## config.mk

```make
export PLATFORM = sky130hd
export DESIGN_NAME = orbit_camera_position_core
export DESIGN_NICKNAME = d
export VERILOG_FILES = /design/src/rtl/cocp_pkg.sv /design/src/rtl/cocp_reducer.sv /design/src/rtl/cocp_cordic.sv /design/src/rtl/cocp_datapath.sv /design/src/rtl/cocp_ctrl.sv /design/src/rtl/orbit_camera_position_core.sv
export SDC_FILE = /design/constraint.sdc
export NUM_CORES = 2
export LEC_CHECK = 0
export BUFFER_PORTS_ARGS = -buffer_cell sky130_fd_sc_hd__buf_2
export CAP_MARGIN = 20
export CORE_MARGIN = 2
export CORE_UTILIZATION = 40
export DETAILED_ROUTE_END_ITERATION = 7
export GPL_ROUTABILITY_DRIVEN = 1
export PLACE_DENSITY = 0.68
export SYNTH_ARGS = -nofsm -noshare
export SYNTH_HDL_FRONTEND = slang
export SYNTH_SLANG_ARGS = --single-unit
export TNS_END_PERCENT = 20
```

## constraint.sdc

```tcl
create_clock -name clk_i -period 8.4 [get_ports clk_i]
set_input_delay 0.84 -clock clk_i [delete_from_list [all_inputs] [get_ports clk_i]]
set_output_delay 0.84 -clock clk_i [all_outputs]
set_load 0.05 [all_outputs]
```

## src/rtl/cocp_pkg.sv

```systemverilog
// ----------------------------------------------------------------------------
// cocp_pkg
// shared types, constants and tables of the orbit camera position core
// ----------------------------------------------------------------------------
package cocp_pkg;

  // angle units: 1/128 degree, one turn = 46080
  localparam int TURN         = 46080;
  localparam int HALF_TURN    = 23040;
  localparam int QUARTER_TURN = 11520;
  // multiple of a turn that lifts any wrap operand above zero
  localparam int ANGLE_BIAS   = 256 * TURN;

  // binary angle conversion: z = mag * DIV_MUL + (mag * DIV_REM_MUL + DIV_ADD) / DIV_CONST
  localparam int DIV_MUL      = 93206;
  localparam int DIV_REM_MUL  = 34;
  localparam int DIV_ADD      = 22;
  localparam int DIV_CONST    = 45;

  // shared reducer geometry
  localparam int RED_W        = 24;
  localparam int QUO_W        = 14;
  localparam int WRAP_TOP_K   = 7;
  localparam int DIV_TOP_K    = 13;

  localparam int TABLE_LEN    = 24;
  localparam int CORDIC_GAIN  = 652032874;

  // command codes
  localparam logic [2:0] CMD_ORBIT  = 3'd0;
  localparam logic [2:0] CMD_PITCH  = 3'd1;
  localparam logic [2:0] CMD_ZOOM   = 3'd2;
  localparam logic [2:0] CMD_UPDATE = 3'd3;
  localparam logic [2:0] CMD_INIT   = 3'd4;

  // register indexes
  localparam logic [2:0] REG_PITCH_LOW  = 3'd0;
  localparam logic [2:0] REG_PITCH_HIGH = 3'd1;
  localparam logic [2:0] REG_DIST_MAX   = 3'd2;
  localparam logic [2:0] REG_DIST_MIN   = 3'd3;
  localparam logic [2:0] REG_INIT_PITCH = 3'd4;
  localparam logic [2:0] REG_INIT_DIST  = 3'd5;
  localparam logic [2:0] REG_INIT_ORBIT = 3'd6;

  // multiplier sequence steps
  localparam logic [2:0] MUL_H   = 3'd0;
  localparam logic [2:0] MUL_V   = 3'd1;
  localparam logic [2:0] MUL_OX  = 3'd2;
  localparam logic [2:0] MUL_OZ  = 3'd3;
  localparam logic [2:0] MUL_POS = 3'd4;

  typedef enum logic [2:0] {
    SRC_ORBIT_DELTA = 3'd0,
    SRC_INIT_ORBIT  = 3'd1,
    SRC_YAW_ORBIT   = 3'd2,
    SRC_PITCH       = 3'd3,
    SRC_DIV         = 3'd4
  } red_src_e;

  typedef struct packed {
    logic       load_in;
    logic       red_start;
    red_src_e   red_src;
    logic       wr_orbit;
    logic       wr_heading;
    logic       cordic_start;
    logic       trig_store;
    logic       trig_sel;
    logic       mul_step;
    logic [2:0] mul_idx;
    logic       apply_pitch;
    logic       apply_zoom;
    logic       apply_init;
    logic       out_load;
  } dp_cmd_t;

  typedef struct packed {
    logic red_done;
    logic cordic_done;
  } dp_stat_t;

  // atan(2^-i) with one turn = 2^32
  function automatic logic [30:0] atan_turn32(input logic [4:0] idx);
    logic [30:0] r;
    case (idx)
      5'd0:    r = 31'd536870912;
      5'd1:    r = 31'd316933406;
      5'd2:    r = 31'd167458907;
      5'd3:    r = 31'd85004756;
      5'd4:    r = 31'd42667331;
      5'd5:    r = 31'd21354465;
      5'd6:    r = 31'd10679838;
      5'd7:    r = 31'd5340245;
      5'd8:    r = 31'd2670163;
      5'd9:    r = 31'd1335087;
      5'd10:   r = 31'd667544;
      5'd11:   r = 31'd333772;
      5'd12:   r = 31'd166886;
      5'd13:   r = 31'd83443;
      5'd14:   r = 31'd41722;
      5'd15:   r = 31'd20861;
      5'd16:   r = 31'd10430;
      5'd17:   r = 31'd5215;
      5'd18:   r = 31'd2608;
      5'd19:   r = 31'd1304;
      5'd20:   r = 31'd652;
      5'd21:   r = 31'd326;
      5'd22:   r = 31'd163;
      5'd23:   r = 31'd81;
      default: r = 31'd0;
    endcase
    return r;
  endfunction

endpackage

```

## src/rtl/cocp_reducer.sv

```systemverilog
// ----------------------------------------------------------------------------
// cocp_reducer
// shared compare-and-subtract unit: wraps angles to one turn or divides by 45
// ----------------------------------------------------------------------------
module cocp_reducer (
  input  logic                      clk_i,
  input  logic                      rst_ni,
  input  logic                      start_i,
  input  logic                      div_mode_i,
  input  logic [cocp_pkg::RED_W-1:0] value_i,
  output logic                      done_o,
  output logic [cocp_pkg::RED_W-1:0] rem_o,
  output logic [cocp_pkg::QUO_W-1:0] quo_o
);
  import cocp_pkg::*;

  logic             busy_q;
  logic             done_q;
  logic             mode_q;
  logic [3:0]       k_q;
  logic [RED_W-1:0] rem_q;
  logic [QUO_W-1:0] quo_q;
  logic [RED_W:0]   step_c;
  logic             fits_c;

  always_comb begin
    if (mode_q) begin
      step_c = (25'(DIV_CONST)) << k_q;
    end else begin
      step_c = (25'(TURN)) << k_q;
    end
    fits_c = ({1'b0, rem_q} >= step_c);
  end

  always_ff @(posedge clk_i or negedge rst_ni) begin
    if (!rst_ni) begin
      busy_q <= 1'b0;
      done_q <= 1'b0;
      mode_q <= 1'b0;
      k_q    <= '0;
    end else begin
      done_q <= 1'b0;
      if (start_i) begin
        busy_q <= 1'b1;
        mode_q <= div_mode_i;
        k_q    <= div_mode_i ? 4'(DIV_TOP_K) : 4'(WRAP_TOP_K);
      end else if (busy_q) begin
        if (k_q == 4'd0) begin
          busy_q <= 1'b0;
          done_q <= 1'b1;
        end else begin
          k_q <= k_q - 4'd1;
        end
      end
    end
  end

  always_ff @(posedge clk_i) begin
    if (start_i) begin
      rem_q <= value_i;
      quo_q <= '0;
    end else if (busy_q && fits_c) begin
      rem_q     <= rem_q - step_c[RED_W-1:0];
      quo_q[k_q] <= 1'b1;
    end
  end

  assign done_o = done_q;
  assign rem_o  = rem_q;
  assign quo_o  = quo_q;

  a_wrap_in_range: assert property (@(posedge clk_i) disable iff (!rst_ni)
    (done_q && !mode_q) |-> (rem_q < 24'(TURN)))
    else $error("wrapped angle not below one turn");

  a_no_restart: assert property (@(posedge clk_i) disable iff (!rst_ni)
    start_i |-> !busy_q)
    else $error("reducer started while busy");

endmodule

```

## src/rtl/cocp_cordic.sv

```systemverilog
// ----------------------------------------------------------------------------
// cocp_cordic
// iterative rotation-mode cordic, one micro-rotation per cycle, q2.30
// ----------------------------------------------------------------------------
module cocp_cordic #(
  parameter int CORDIC_STEPS = 16
) (
  input  logic               clk_i,
  input  logic               rst_ni,
  input  logic               start_i,
  input  logic signed [32:0] z_i,
  output logic               done_o,
  output logic signed [33:0] x_o,
  output logic signed [33:0] y_o
);
  import cocp_pkg::*;

  localparam int STEPS = (CORDIC_STEPS > TABLE_LEN) ? TABLE_LEN : CORDIC_STEPS;
  localparam int IW    = (STEPS > 1) ? $clog2(STEPS) : 1;

  logic              busy_q;
  logic              done_q;
  logic [IW-1:0]     i_q;
  logic signed [33:0] x_q, y_q;
  logic signed [32:0] z_q;
  logic signed [33:0] dx_c, dy_c;
  logic signed [32:0] atan_c;

  always_comb begin
    dx_c   = y_q >>> i_q;
    dy_c   = x_q >>> i_q;
    atan_c = signed'(33'(atan_turn32(5'(i_q))));
  end

  always_ff @(posedge clk_i or negedge rst_ni) begin
    if (!rst_ni) begin
      busy_q <= 1'b0;
      done_q <= 1'b0;
      i_q    <= '0;
    end else begin
      done_q <= 1'b0;
      if (start_i) begin
        busy_q <= 1'b1;
        i_q    <= '0;
      end else if (busy_q) begin
        if (i_q == IW'(STEPS - 1)) begin
          busy_q <= 1'b0;
          done_q <= 1'b1;
        end else begin
          i_q <= i_q + 1'b1;
        end
      end
    end
  end

  always_ff @(posedge clk_i) begin
    if (start_i) begin
      x_q <= 34'(CORDIC_GAIN);
      y_q <= '0;
      z_q <= z_i;
    end else if (busy_q) begin
      if (z_q >= 0) begin
        x_q <= x_q - dx_c;
        y_q <= y_q + dy_c;
        z_q <= z_q - atan_c;
      end else begin
        x_q <= x_q + dx_c;
        y_q <= y_q - dy_c;
        z_q <= z_q + atan_c;
      end
    end
  end

  assign done_o = done_q;
  assign x_o    = x_q;
  assign y_o    = y_q;

endmodule

```

## src/rtl/cocp_datapath.sv

```systemverilog
// ----------------------------------------------------------------------------
// cocp_datapath
// camera state, config registers, angle prep, shared multiplier, result beat
// ----------------------------------------------------------------------------
module cocp_datapath #(
  parameter int TRIG_BITS    = 16,
  parameter int CORDIC_STEPS = 16
) (
  input  logic                clk_i,
  input  logic                rst_ni,
  input  cocp_pkg::dp_cmd_t   cmd_i,
  output cocp_pkg::dp_stat_t  stat_o,
  input  logic signed [23:0]  delta_i,
  input  logic signed [16:0]  yaw_i,
  input  logic signed [31:0]  px_i,
  input  logic signed [31:0]  py_i,
  input  logic signed [31:0]  pz_i,
  input  logic                cfg_we_i,
  input  logic [2:0]          cfg_idx_i,
  input  logic [23:0]         cfg_data_i,
  output logic signed [31:0]  cam_x_o,
  output logic signed [31:0]  cam_y_o,
  output logic signed [31:0]  cam_z_o,
  output logic [15:0]         heading_o
);
  import cocp_pkg::*;

  localparam int SH = 31 - TRIG_BITS;
  localparam int PW = 27 + TRIG_BITS;
  localparam logic signed [34:0] TRIG_HI = (35'sd1 <<< (TRIG_BITS - 1)) - 35'sd1;
  localparam logic signed [34:0] TRIG_LO = -(35'sd1 <<< (TRIG_BITS - 1));

  // config registers
  logic signed [14:0] pitch_low_q, pitch_high_q, init_pitch_q;
  logic [23:0]        dist_max_q, dist_min_q, init_dist_q;
  logic [15:0]        init_orbit_q;

  // camera state
  logic signed [15:0] pitch_q;
  logic [23:0]        dist_q;
  logic [15:0]        orbit_q, heading_q;
  logic signed [31:0] pos_x_q, pos_y_q, pos_z_q;

  // captured item
  logic signed [23:0] delta_q;
  logic signed [16:0] yaw_q;
  logic signed [31:0] px_q, py_q, pz_q;

  // trig working registers
  logic [13:0]                mag_q;
  logic                       neg_q, flip_q;
  logic signed [TRIG_BITS-1:0] sp_q, cp_q, st_q, ct_q;
  logic signed [25:0]         h_q, v_q;
  logic signed [26:0]         ox_q, oz_q;

  // result beat
  logic signed [31:0] out_x_q, out_y_q, out_z_q;
  logic [15:0]        out_h_q;

  // shared units
  logic [RED_W-1:0]   red_value_c, red_rem;
  logic [QUO_W-1:0]   red_quo;
  logic               red_done, cor_done;
  logic signed [33:0] cor_x, cor_y;
  logic signed [32:0] z_c;

  // angle prep
  logic signed [25:0] ang_sum_c, ang_bias_c;
  logic [15:0]        ang_c;
  logic signed [17:0] a2_c, a3_c, aabs_c;
  logic               flip_c, neg_c;
  logic [13:0]        mag_c;
  logic [18:0]        dividend_c;
  logic [31:0]        zmag_c;

  // trig rounding
  logic signed [33:0] cx_f, cy_f;
  logic signed [34:0] cx_r, cy_r;
  logic signed [TRIG_BITS-1:0] cos_c, sin_c;

  // multiplier
  logic signed [25:0]          mul_a;
  logic signed [TRIG_BITS-1:0] mul_b;
  logic signed [PW-1:0]        prod_c, prod_r;

  // immediate updates
  logic signed [24:0] pitch_sum_c;
  logic signed [25:0] dist_sum_c;
  logic signed [33:0] dx_c, dy_c, dz_c;

  function automatic logic signed [31:0] sat32(input logic signed [33:0] v);
    logic signed [31:0] r;
    if (v > 34'sh0_7FFF_FFFF) begin
      r = 32'sh7FFF_FFFF;
    end else if (v < -34'sh0_8000_0000) begin
      r = -32'sh8000_0000;
    end else begin
      r = v[31:0];
    end
    return r;
  endfunction

  always_comb begin
    case (cmd_i.red_src)
      SRC_ORBIT_DELTA: ang_sum_c = signed'(26'({1'b0, orbit_q})) + 26'(delta_q);
      SRC_INIT_ORBIT:  ang_sum_c = signed'(26'({1'b0, init_orbit_q}));
      SRC_YAW_ORBIT:   ang_sum_c = 26'(yaw_q) + signed'(26'({1'b0, orbit_q}));
      SRC_PITCH:       ang_sum_c = 26'(pitch_q);
      default:         ang_sum_c = '0;
    endcase
    ang_bias_c = (ang_sum_c < 0) ? ang_sum_c + 26'(ANGLE_BIAS) : ang_sum_c;

    // fold the wrapped angle into [-90, 90] degrees
    ang_c = red_rem[15:0];
    if (ang_c >= 16'(HALF_TURN)) begin
      a2_c = signed'({2'b00, ang_c}) - 18'(TURN);
    end else begin
      a2_c = signed'({2'b00, ang_c});
    end
    flip_c = 1'b0;
    a3_c   = a2_c;
    if (a2_c > 18'(QUARTER_TURN)) begin
      a3_c   = a2_c - 18'(HALF_TURN);
      flip_c = 1'b1;
    end else if (a2_c < -18'(QUARTER_TURN)) begin
      a3_c   = a2_c + 18'(HALF_TURN);
      flip_c = 1'b1;
    end
    neg_c      = (a3_c < 0);
    aabs_c     = neg_c ? -a3_c : a3_c;
    mag_c      = aabs_c[13:0];
    dividend_c = 19'(mag_c) * 19'(DIV_REM_MUL) + 19'(DIV_ADD);

    red_value_c = (cmd_i.red_src == SRC_DIV) ? RED_W'(dividend_c) : ang_bias_c[RED_W-1:0];

    zmag_c = 32'(mag_q) * 32'(DIV_MUL) + 32'(red_quo);
    z_c    = neg_q ? -signed'({1'b0, zmag_c}) : signed'({1'b0, zmag_c});

    // sign flip, round half up, saturate
    cx_f = flip_q ? -cor_x : cor_x;
    cy_f = flip_q ? -cor_y : cor_y;
    cx_r = (35'(cx_f) + (35'sd1 <<< (SH - 1))) >>> SH;
    cy_r = (35'(cy_f) + (35'sd1 <<< (SH - 1))) >>> SH;
    if (cx_r > TRIG_HI) begin
      cos_c = TRIG_HI[TRIG_BITS-1:0];
    end else if (cx_r < TRIG_LO) begin
      cos_c = TRIG_LO[TRIG_BITS-1:0];
    end else begin
      cos_c = cx_r[TRIG_BITS-1:0];
    end
    if (cy_r > TRIG_HI) begin
      sin_c = TRIG_HI[TRIG_BITS-1:0];
    end else if (cy_r < TRIG_LO) begin
      sin_c = TRIG_LO[TRIG_BITS-1:0];
    end else begin
      sin_c = cy_r[TRIG_BITS-1:0];
    end

    case (cmd_i.mul_idx)
      MUL_H: begin
        mul_a = signed'({2'b00, dist_q});
        mul_b = cp_q;
      end
      MUL_V: begin
        mul_a = signed'({2'b00, dist_q});
        mul_b = sp_q;
      end
      MUL_OX: begin
        mul_a = h_q;
        mul_b = st_q;
      end
      MUL_OZ: begin
        mul_a = h_q;
        mul_b = ct_q;
      end
      default: begin
        mul_a = '0;
        mul_b = '0;
      end
    endcase
    prod_c = PW'(mul_a) * PW'(mul_b);
    prod_r = (prod_c + (PW'(1) <<< (TRIG_BITS - 2))) >>> (TRIG_BITS - 1);

    pitch_sum_c = 25'(pitch_q) + 25'(delta_q);
    dist_sum_c  = signed'(26'({1'b0, dist_q})) + 26'(delta_q);
    dx_c        = 34'(px_q) - 34'(ox_q);
    dy_c        = 34'(py_q) + 34'(v_q);
    dz_c        = 34'(pz_q) - 34'(oz_q);
  end

  cocp_reducer u_reducer (
    .clk_i      (clk_i),
    .rst_ni     (rst_ni),
    .start_i    (cmd_i.red_start),
    .div_mode_i (cmd_i.red_src == SRC_DIV),
    .value_i    (red_value_c),
    .done_o     (red_done),
    .rem_o      (red_rem),
    .quo_o      (red_quo)
  );

  cocp_cordic #(
    .CORDIC_STEPS (CORDIC_STEPS)
  ) u_cordic (
    .clk_i   (clk_i),
    .rst_ni  (rst_ni),
    .start_i (cmd_i.cordic_start),
    .z_i     (z_c),
    .done_o  (cor_done),
    .x_o     (cor_x),
    .y_o     (cor_y)
  );

  // config and camera state
  always_ff @(posedge clk_i or negedge rst_ni) begin
    if (!rst_ni) begin
      pitch_low_q  <= -15'sd11520;
      pitch_high_q <= 15'sd11520;
      dist_max_q   <= 24'hFF_FFFF;
      dist_min_q   <= '0;
      init_pitch_q <= '0;
      init_dist_q  <= '0;
      init_orbit_q <= '0;
      pitch_q      <= '0;
      dist_q       <= '0;
      orbit_q      <= '0;
      heading_q    <= '0;
      pos_x_q      <= '0;
      pos_y_q      <= '0;
      pos_z_q      <= '0;
    end else begin
      if (cfg_we_i) begin
        case (cfg_idx_i)
          REG_PITCH_LOW:  pitch_low_q  <= cfg_data_i[14:0];
          REG_PITCH_HIGH: pitch_high_q <= cfg_data_i[14:0];
          REG_DIST_MAX:   dist_max_q   <= cfg_data_i;
          REG_DIST_MIN:   dist_min_q   <= cfg_data_i;
          REG_INIT_PITCH: init_pitch_q <= cfg_data_i[14:0];
          REG_INIT_DIST:  init_dist_q  <= cfg_data_i;
          REG_INIT_ORBIT: init_orbit_q <= cfg_data_i[15:0];
          default: ;
        endcase
      end
      if (cmd_i.apply_pitch) begin
        if (!((pitch_sum_c <= 25'(pitch_low_q)) || (pitch_sum_c > 25'(pitch_high_q)))) begin
          pitch_q <= pitch_sum_c[15:0];
        end
      end
      if (cmd_i.apply_zoom) begin
        // upper clamp wins when the limits cross
        if (dist_sum_c > signed'({2'b00, dist_max_q})) begin
          dist_q <= dist_max_q;
        end else if (dist_sum_c < signed'({2'b00, dist_min_q})) begin
          dist_q <= dist_min_q;
        end else begin
          dist_q <= dist_sum_c[23:0];
        end
      end
      if (cmd_i.apply_init) begin
        pitch_q <= 16'(init_pitch_q);
        dist_q  <= init_dist_q;
        pos_x_q <= px_q;
        pos_y_q <= py_q;
        pos_z_q <= pz_q;
      end
      if (cmd_i.wr_orbit) begin
        orbit_q <= red_rem[15:0];
      end
      if (cmd_i.wr_heading) begin
        heading_q <= red_rem[15:0];
      end
      if (cmd_i.mul_step && (cmd_i.mul_idx == MUL_POS)) begin
        pos_x_q <= sat32(dx_c);
        pos_y_q <= sat32(dy_c);
        pos_z_q <= sat32(dz_c);
      end
    end
  end

  // payload registers
  always_ff @(posedge clk_i) begin
    if (cmd_i.load_in) begin
      delta_q <= delta_i;
      yaw_q   <= yaw_i;
      px_q    <= px_i;
      py_q    <= py_i;
      pz_q    <= pz_i;
    end
    if (cmd_i.red_start && (cmd_i.red_src == SRC_DIV)) begin
      mag_q  <= mag_c;
      neg_q  <= neg_c;
      flip_q <= flip_c;
    end
    if (cmd_i.trig_store) begin
      if (cmd_i.trig_sel) begin
        st_q <= sin_c;
        ct_q <= cos_c;
      end else begin
        sp_q <= sin_c;
        cp_q <= cos_c;
      end
    end
    if (cmd_i.mul_step) begin
      case (cmd_i.mul_idx)
        MUL_H:   h_q  <= prod_r[25:0];
        MUL_V:   v_q  <= prod_r[25:0];
        MUL_OX:  ox_q <= prod_r[26:0];
        MUL_OZ:  oz_q <= prod_r[26:0];
        default: ;
      endcase
    end
    if (cmd_i.out_load) begin
      out_x_q <= pos_x_q;
      out_y_q <= pos_y_q;
      out_z_q <= pos_z_q;
      out_h_q <= heading_q;
    end
  end

  assign stat_o.red_done    = red_done;
  assign stat_o.cordic_done = cor_done;
  assign cam_x_o   = out_x_q;
  assign cam_y_o   = out_y_q;
  assign cam_z_o   = out_z_q;
  assign heading_o = out_h_q;

endmodule

```

## src/rtl/cocp_ctrl.sv

```systemverilog
// ----------------------------------------------------------------------------
// cocp_ctrl
// sequencer: decodes each command and steps the datapath through it
// ----------------------------------------------------------------------------
module cocp_ctrl (
  input  logic               clk_i,
  input  logic               rst_ni,
  input  logic               s_valid_i,
  input  logic [2:0]         command_i,
  output logic               s_ready_o,
  output logic               m_valid_o,
  input  logic               m_ready_i,
  output cocp_pkg::dp_cmd_t  cmd_o,
  input  cocp_pkg::dp_stat_t stat_i
);
  import cocp_pkg::*;

  typedef enum logic [6:0] {
    S_IDLE  = 7'b0000001,
    S_ISSUE = 7'b0000010,
    S_WRAP  = 7'b0000100,
    S_DIV   = 7'b0001000,
    S_ROT   = 7'b0010000,
    S_MUL   = 7'b0100000,
    S_DONE  = 7'b1000000
  } state_e;

  state_e     state_q, state_d;
  logic [2:0] op_q, op_d;
  logic       pass_q, pass_d;
  logic [2:0] mul_idx_q, mul_idx_d;
  logic       out_valid_q, out_valid_d;
  logic       out_free;

  assign out_free = !out_valid_q || m_ready_i;

  always_comb begin
    state_d     = state_q;
    op_d        = op_q;
    pass_d      = pass_q;
    mul_idx_d   = mul_idx_q;
    cmd_o       = '0;
    cmd_o.red_src = SRC_ORBIT_DELTA;
    cmd_o.mul_idx = mul_idx_q;
    cmd_o.trig_sel = pass_q;

    case (state_q)
      S_IDLE: begin
        if (s_valid_i) begin
          cmd_o.load_in = 1'b1;
          op_d          = command_i;
          pass_d        = 1'b0;
          state_d       = S_ISSUE;
        end
      end
      S_ISSUE: begin
        case (op_q)
          CMD_ORBIT: begin
            cmd_o.red_start = 1'b1;
            cmd_o.red_src   = SRC_ORBIT_DELTA;
            state_d         = S_WRAP;
          end
          CMD_PITCH: begin
            cmd_o.apply_pitch = 1'b1;
            state_d           = S_DONE;
          end
          CMD_ZOOM: begin
            cmd_o.apply_zoom = 1'b1;
            state_d          = S_DONE;
          end
          CMD_UPDATE: begin
            cmd_o.red_start = 1'b1;
            cmd_o.red_src   = pass_q ? SRC_YAW_ORBIT : SRC_PITCH;
            state_d         = S_WRAP;
          end
          CMD_INIT: begin
            cmd_o.red_start  = 1'b1;
            cmd_o.red_src    = pass_q ? SRC_YAW_ORBIT : SRC_INIT_ORBIT;
            cmd_o.apply_init = !pass_q;
            state_d          = S_WRAP;
          end
          default: begin
            state_d = S_DONE;
          end
        endcase
      end
      S_WRAP: begin
        if (stat_i.red_done) begin
          case (op_q)
            CMD_ORBIT: begin
              cmd_o.wr_orbit = 1'b1;
              state_d        = S_DONE;
            end
            CMD_INIT: begin
              if (pass_q) begin
                cmd_o.wr_heading = 1'b1;
                state_d          = S_DONE;
              end else begin
                cmd_o.wr_orbit = 1'b1;
                pass_d         = 1'b1;
                state_d        = S_ISSUE;
              end
            end
            default: begin
              // update: theta pass also settles the heading
              cmd_o.wr_heading = pass_q;
              cmd_o.red_start  = 1'b1;
              cmd_o.red_src    = SRC_DIV;
              state_d          = S_DIV;
            end
          endcase
        end
      end
      S_DIV: begin
        if (stat_i.red_done) begin
          cmd_o.cordic_start = 1'b1;
          state_d            = S_ROT;
        end
      end
      S_ROT: begin
        if (stat_i.cordic_done) begin
          cmd_o.trig_store = 1'b1;
          if (pass_q) begin
            mul_idx_d = MUL_H;
            state_d   = S_MUL;
          end else begin
            pass_d  = 1'b1;
            state_d = S_ISSUE;
          end
        end
      end
      S_MUL: begin
        cmd_o.mul_step = 1'b1;
        if (mul_idx_q == MUL_POS) begin
          state_d = S_DONE;
        end else begin
          mul_idx_d = mul_idx_q + 3'd1;
        end
      end
      S_DONE: begin
        if (out_free) begin
          cmd_o.out_load = 1'b1;
          state_d        = S_IDLE;
        end
      end
      default: begin
        state_d = S_IDLE;
      end
    endcase

    out_valid_d = out_valid_q;
    if (m_ready_i) begin
      out_valid_d = 1'b0;
    end
    if (cmd_o.out_load) begin
      out_valid_d = 1'b1;
    end
  end

  always_ff @(posedge clk_i or negedge rst_ni) begin
    if (!rst_ni) begin
      state_q     <= S_IDLE;
      op_q        <= CMD_ORBIT;
      pass_q      <= 1'b0;
      mul_idx_q   <= MUL_H;
      out_valid_q <= 1'b0;
    end else begin
      state_q     <= state_d;
      op_q        <= op_d;
      pass_q      <= pass_d;
      mul_idx_q   <= mul_idx_d;
      out_valid_q <= out_valid_d;
    end
  end

  assign s_ready_o = (state_q == S_IDLE);
  assign m_valid_o = out_valid_q;

  a_mul_idx_bound: assert property (@(posedge clk_i) disable iff (!rst_ni)
    (state_q == S_MUL) |-> (mul_idx_q <= MUL_POS))
    else $error("multiplier step index out of range");

  a_no_overwrite: assert property (@(posedge clk_i) disable iff (!rst_ni)
    cmd_o.out_load |-> (!out_valid_q || m_ready_i))
    else $error("pending result overwritten");

endmodule

```

## src/rtl/orbit_camera_position_core.sv

```systemverilog
// ----------------------------------------------------------------------------
// orbit_camera_position_core
// third-person orbit camera: pitch, zoom, orbit and position update
// ----------------------------------------------------------------------------
// One command beat in, one result beat out, one item at a time. CORDIC_STEPS
// is capped at 24. Update runs two angles, one after the other, through the
// shared wrap/divide unit and the iterative cordic (one micro-rotation per
// cycle), then four products and the position step through one shared
// multiplier. The result sits in an output register, so a new command is
// taken while the previous result still waits on m_axis_tready; the next
// result then holds the sequencer until that register frees up. Config writes
// are meant for idle periods only.
module orbit_camera_position_core #(
  parameter int TRIG_BITS    = 16,
  parameter int CORDIC_STEPS = 16
) (
  input  logic         clk_i,
  input  logic         rst_ni,
  // command beat
  input  logic         s_axis_tvalid,
  output logic         s_axis_tready,
  // delta[23:0], player_yaw[40:24], player_x[72:41], player_y[104:73],
  // player_z[136:105], zero pad up to 143
  input  logic [143:0] s_axis_tdata,
  // command[2:0]
  input  logic [2:0]   s_axis_tuser,
  // result beat
  output logic         m_axis_tvalid,
  input  logic         m_axis_tready,
  // camera_x[31:0], camera_y[63:32], camera_z[95:64], camera_heading[111:96]
  output logic [111:0] m_axis_tdata,
  // config write port
  input  logic         cfg_we_i,
  input  logic [2:0]   cfg_idx_i,
  input  logic [23:0]  cfg_data_i
);
  import cocp_pkg::*;

  dp_cmd_t            dp_cmd;
  dp_stat_t           dp_stat;
  logic signed [31:0] cam_x, cam_y, cam_z;
  logic [15:0]        heading;

  // sequencer
  cocp_ctrl u_ctrl (
    .clk_i     (clk_i),
    .rst_ni    (rst_ni),
    .s_valid_i (s_axis_tvalid),
    .command_i (s_axis_tuser),
    .s_ready_o (s_axis_tready),
    .m_valid_o (m_axis_tvalid),
    .m_ready_i (m_axis_tready),
    .cmd_o     (dp_cmd),
    .stat_i    (dp_stat)
  );

  // state, arithmetic and result register
  cocp_datapath #(
    .TRIG_BITS    (TRIG_BITS),
    .CORDIC_STEPS (CORDIC_STEPS)
  ) u_datapath (
    .clk_i      (clk_i),
    .rst_ni     (rst_ni),
    .cmd_i      (dp_cmd),
    .stat_o     (dp_stat),
    .delta_i    (s_axis_tdata[23:0]),
    .yaw_i      (s_axis_tdata[40:24]),
    .px_i       (s_axis_tdata[72:41]),
    .py_i       (s_axis_tdata[104:73]),
    .pz_i       (s_axis_tdata[136:105]),
    .cfg_we_i   (cfg_we_i),
    .cfg_idx_i  (cfg_idx_i),
    .cfg_data_i (cfg_data_i),
    .cam_x_o    (cam_x),
    .cam_y_o    (cam_y),
    .cam_z_o    (cam_z),
    .heading_o  (heading)
  );

  assign m_axis_tdata = {heading, cam_z, cam_y, cam_x};

endmodule
```

; Word-level counts from Yosys, hierarchy flattened
; Memories as Yosys holds them, arrays and structs flattened.
; Index checks and enable logic that the tools add are counted.
[totals]
ff_bits = 903
mem_bits_ro = 480
in_bits = 179
output_inout_bits = 114
wordCells = 309
n_memories = 1
[classes]
addsub = 30
n_mul = 3
order_cmp = 23
n_eq_ne = 38
shift = 4
n_mux = 111
bitwise = 2
n_reduce_logical = 46
[mem_list]
columns = name, words, word_bits, rd, rd_ports_with_merged_regs, write_ports, line_no
row1 = (name not given), 16, 30, 1, 0, 0, cocp_pkg.sv:85  ; case (idx)
[op_table]
columns = cell, count
row1 = 32-bit two-way mux, 12
row2 = 24-bit two-way mux, 8
row3 = 34-bit two-way mux, 4
row4 = 33-bit two-way mux, 4
row5 = 16-bit two-way mux, 7
row6 = 26-bit one-hot mux with 4 select lines, 1
row7 = "34-bit by 32-bit greater-than comparator with 1-bit output, second input constant", 3
row8 = "34-bit by 32-bit less-than comparator with 1-bit output, second input constant", 3
row9 = "34-bit by 16-bit adder with 35-bit output, second input constant", 2
row10 = 34-bit adder, 2
row11 = 34-bit negator, 2
row12 = 34-bit by 4-bit >>> shifter with 34-bit output, 2
row13 = 34-bit subtractor, 2
row14 = 32-bit by 27-bit subtractor with 33-bit output, 2
row15 = 16-bit one-hot mux with 4 select lines, 1
row16 = 7-bit two-way mux, 8
row17 = 18-bit two-way mux, 3
row18 = 26-bit one-hot mux with 2 select lines, 1
row19 = 7-bit one-hot mux with 7 select lines, 1
row20 = "42-bit by 16-bit adder with 42-bit output, second input constant", 1
row21 = 26-bit by 16-bit multiplier with 42-bit output, 1
row22 = "20-bit by 16-bit greater-than comparator with 1-bit output, second input constant", 2
row23 = "20-bit by 16-bit less-than comparator with 1-bit output, second input constant", 2
row24 = 1-bit two-way mux, 35
row25 = other kinds (77), 148

; Logic depth before layout (Yosys ltp)
[logic_depth]
ltp_word = 11
ltp_mapped = 37
mapped_depth_nobuf = 32

; Hierarchy
; Synthesis repeated with hierarchy kept, for this count alone.
[unflattened]
hier_cells = 8600
area_unflattened_um2 = 82245.1
[modules_own_cells]
columns = module, n_inst, cells_per_inst, area_each_um2, seq_area_each_um2
row1 = cocp_datapath, 1, 6174, 62307.3, 20634.8
row2 = cocp_cordic, 1, 1872, 15177.1, 2502.4
row3 = cocp_reducer, 1, 430, 3638.5, 1176.1
row4 = cocp_ctrl, 1, 124, 1122.3, 376.6

; Worst setup path after synthesis
; Ideal clock, no wire load.
[synth_path]
path_kind = reg2reg
startpoint = register u_ctrl.mul_idx_q[1]
endpoint = register u_datapath.h_q[22] (data pin)
setup_ns = 0.272
arrival_ns = 8.673
t_required_ns = 8.128
slack_ns = -0.545
path_stages_with_launch = 34
path_buffers = 4
period_less_slack_ns = 8.945
cell_sequence = dfrtp_1 > clkbuf_1 > buf_1 > inv_1 > ha_1 > clkbuf_1 > a222oi_1 > nor2_1 > a21oi_1 > or2_2 > clkbuf_1 > nor2_1 > fa_1 > fa_1 > inv_1 > fa_1 > fa_1 > inv_1 > fa_1 > fa_1 > ha_1 > a21o_1 > a21o_1 > a21o_1 > a21oi_1 > o21a_1 > o221ai_1 > a221oi_1 > o21ai_1 > o41ai_1 > o21ai_1 > o21a_1 > nor2_1 > xnor2_1
[synth_between]
elab_chain_cells = 5
word_cells_on_any_way = 10
cone_classes = 1 x add/sub / 1 x mul / 3 x eq/ne / 2 x mux / 3 x reduce/logical
[synth_lines]
columns = item, line_no
row1 = from (decl), cocp_ctrl.sv:31  ; logic [2:0] mul_idx_q, mul_idx_d;
row2 = from (signal assigned), cocp_ctrl.sv:171  ; mul_idx_q <= mul_idx_d;
row3 = "3-bit by 2-bit equality test with 1-bit output, or another cell as far along", cocp_datapath.sv:159  ; case (cmd_i.mul_idx)
row4 = 2-bit OR reduction (no source line), n/a
row5 = 26-bit one-hot mux with 2 select lines, cocp_datapath.sv:159
row6 = 26-bit by 16-bit multiplier with 42-bit output *, cocp_datapath.sv:181  ; prod_c = PW'(mul_a) * PW'(mul_b);
row7 = 42-bit by 16-bit adder with 42-bit output *, cocp_datapath.sv:182  ; prod_r = (prod_c + (PW'(1) <<< (TRIG_BITS - 2))) >>> (TRIG_BITS - 1);
row8 = net u_datapath.prod_r[22], cocp_datapath.sv:84  ; logic signed [PW-1:0] prod_c, prod_r;
row9 = to (signal assigned), cocp_datapath.sv:305  ; MUL_H: h_q <= prod_r[25:0];
row10 = to (decl), cocp_datapath.sv:53  ; logic signed [25:0] h_q, v_q;
; The timed path passes the listed nets; every way through them passes the cells marked *.
; A chain may end at the register's enable or synchronous reset.

; Worst setup path in the final report
[layout_path]
startpoint = register u_ctrl.mul_idx_q[1]
endpoint = register u_datapath.v_q[22] (data pin)
[layout_between]
elab_chain_cells = 5
word_cells_on_any_way = 10
cone_classes = 1 x add/sub / 1 x mul / 3 x eq/ne / 2 x mux / 3 x reduce/logical
[layout_lines]
columns = item, line_no
row1 = "3-bit by 2-bit equality test with 1-bit output, or another cell as far along", cocp_datapath.sv:159
row2 = 2-bit OR reduction (no source line), n/a
row3 = 26-bit one-hot mux with 2 select lines, cocp_datapath.sv:159
row4 = 26-bit by 16-bit multiplier with 42-bit output *, cocp_datapath.sv:181
row5 = 42-bit by 16-bit adder with 42-bit output *, cocp_datapath.sv:182
row6 = net u_datapath.prod_r[22], cocp_datapath.sv:84
row7 = to (signal assigned), cocp_datapath.sv:306  ; MUL_V: v_q <= prod_r[25:0];
row8 = to (decl), cocp_datapath.sv:53
; Marks and branches as above.

==> results.yml <==
route:
  via_per_inst: 5.66
  wire_per_inst_um: 21.0
  ant_nets: 0
  firstDrtPassIters: 8
  met2_length_um: 113000
  wirelength_um: 241000
  wl_met3_um: 15500
  drc: 12
  vias: 64985
  drtIter0Drc: 5782
  dr.max_layer_used: "met5"
  wl_met1_um: 100000
synthesis:
  ys_seq_area_frac: 0.310
  synth_edf_count: 492
  synth_top_area_frac: 0.186
  synth_cell_types: 111
  synth.top_cells.by_count: "943 x nand2_1, 782 x inv_1, 685 x nor2_1"
  ys_ff_latch: 903
  yosysTopAreaCell: "edfxtp_1"
  syn_area_sq_um: 79600
  synthTopCellsByArea: "edfxtp_1 19%, fa_1 12%, ha_1 10%"
  ys_dominant_reg_cell: "edfxtp_1"
  yosysWarnings: 0
  yosysMostFrequentCell: "nand2_1"
  synth_area_per_cell_sq_um: 9.43
  synth_cells: 8440
  async_reset_ff_frac: 0.364
  synthesis.nets: 9751
run:
  cap_violations: 0
global_routing:
  grt_max_degree: 113
  grt_pass1_vias: 64403
  grt_usage: 0.233
  antenna_found_initial: 22
  grt.overflow.total: 0
  grt_pass1_wl_um: 372000
sta:
  finalSetupViolations: 0
  finalClockSkew_ps: 35.8
  final_max_slew_viol_count: 0
  whs_ps: 119
  fmax_mhz: 123
  fin_crit_sh: 0.968
  worst_pin_slew_ps: 1140
  period_needed_ps: 8130
  hold_viol: 0
  max_slew_margin: 0.232
  grt_setup_unrepaired: "yes"
cts:
  cts_sinks: 903
  cts_buffers: 102
  clkLatencyLatePin_ps: 780
  root_buffer: "clkbuf_16"
  clk_pin_slew_ps: 60
  htree_levels: 3
  cts_tree: "done"
  clk_path_buf_depth: 3
worst_setup_path:
  reg2regPathDepth: 32
  r2r_slack_ps: 270
  cp_top_family: "adder cells"
  path_class: "reg2reg"
  critPathMaxStageDelay_ps: 620
  r2r_end: "u_datapath.v_q[22]"
  required_ps: 8890
  crit_path_max_fanout: 12
  critPathArrivalTime_ps: 8620
  worst_setup_path_end_kind: "register"
  slowest_stage: "fa_2"
  worst-path-buf-inv: 7
  cp-start-kind: "register"
  reg2reg_from: "u_ctrl.mul_idx_q[1]"
die:
  die_h_um: 450
  initial_core_util: 0.403
  pin_count: 293
  die_width_um: 450
  rows: 163
  die_area_sq_um: 203000
  core_sq_um: 197000
run_status:
  status: "finished with violations"
  failed_checks: "DRC"
finish:
  area_growth_pct: 11.8
  num-nets-final: 10044
  drive_gt1_frac: 0.129
  n_fill_cell: 18677
placed_design:
  io_buffers: 285
  routabilityCongestion: 0.962
  hpwl_um: 187000
min_path:
  hp-class: "in2async"
placed cells by master (no fill, tap or decap), types with 104 or more instances in the layout:
cell type / count
nand2_1: 937
inv_1: 774
nor2_1: 677
ha_1: 657
edfxtp_1: 492
fa_1: 463
a21oi_1: 454
o21ai_0: 440
xnor2_1: 373
dfrtp_1: 290
buf_2: 284
buf_4: 233
xor2_1: 176
a21o_1: 153
nor3_1: 143
mux2_2: 143
nand3_1: 139
mux2i_1: 135
clkbuf_16: 104
flip-flops by register name, summed over array words and instances, names as in the netlist, 24 cells and up:
signal / count
u_datapath.py_q: 32
u_datapath.u_cordic.z_q: 33
u_datapath.dist_min_q: 24
u_datapath.pos_z_q: 32
u_datapath.cam_y_o: 32
u_datapath.u_reducer.rem_o: 24
u_datapath.pos_x_q: 32
u_datapath.dist_max_q: 24
u_datapath.h_q: 26
u_datapath.dist_q: 24
u_datapath.ox_q: 27
u_datapath.init_dist_q: 24
u_datapath.oz_q: 27
u_datapath.pos_y_q: 32
u_datapath.pz_q: 32
u_datapath.cam_x_o: 32
u_datapath.v_q: 26
u_datapath.px_q: 32
u_datapath.u_cordic.y_o: 34
u_datapath.u_cordic.x_o: 34
u_datapath.cam_z_o: 32
u_datapath.delta_q: 24
cell families after synthesis:
family | Yosys count | share of synthesized area
DFF | 903 | 0.310
and+or+nand+nor | 2475 | 0.142
muxes | 358 | 0.0582
adders and majority gates | 1133 | 0.222
buffers and inverters | 1144 | 0.0555
xor gates and xnor gates | 556 | 0.0614
AOI/OAI and AO/OA | 1871 | 0.151
cell type report:
type                            count  area, sq um  share of cell area
Antenna cell                       13         32.5            0.000366
Clock buffer                      129         2790              0.0313
Clock inverter                     64          656             0.00737
Inverter                          789         2970              0.0334
Multi-Input combinational cell   6393        50900               0.572
Sequential cell                   903        24700               0.278
Tap cell                         2640         3300              0.0371
Timing Repair Buffer              544         3630              0.0408
metal layers:
layer,vias to the layer above,track usage
li1,30225,-
met1,31936,0.300
met2,2353,0.389
met3,469,0.0356
met4,2,0.0998
met5,-,0
stage by stage:
stage	util	instances	setup TNS [ps]	area, sq um	setup slack (ps)
global placement	0.430	11249	-5340	85000	-234
global route	0.450	11470	-654	88900	-83.9
floorplan	-	8440	0	79600	27.2
CTS	0.448	11442	0	88500	14.0
detailed placement	0.430	11249	-7420	85000	-325
finish	0.450	11475	0	88900	268
worst max-delay path by stage:
stage / start / to / slack [ps] / depth (start not counted)
final: u_ctrl.mul_idx_q[1] / u_datapath.v_q[22] / 270 / 32
after global routing: u_ctrl.mul_idx_q[0] / u_datapath.oz_q[6] / -80 / 37
after CTS: u_ctrl.mul_idx_q[0] / u_datapath.oz_q[21] / 10 / 34
after detailed placement: u_ctrl.mul_idx_q[1] / u_datapath.v_q[20] / -320 / 31
after global placement: u_ctrl.mul_idx_q[1] / u_datapath.h_q[20] / -230 / 31
after floorplan: u_ctrl.mul_idx_q[1] / u_datapath.h_q[22] / 30 / 35
timing repair:
action	4_1_cts	5_1_grt
endpoints found under the hold margin	0	0
setup endpoints to repair	42	58
buffers inserted	0	12
gates resized for setup	12	58
hold buffers	0	0
pin swaps	1	45
Power is not shown: default switching activity piles up to over one toggle a cycle in this logic, so the estimate is an artifact.
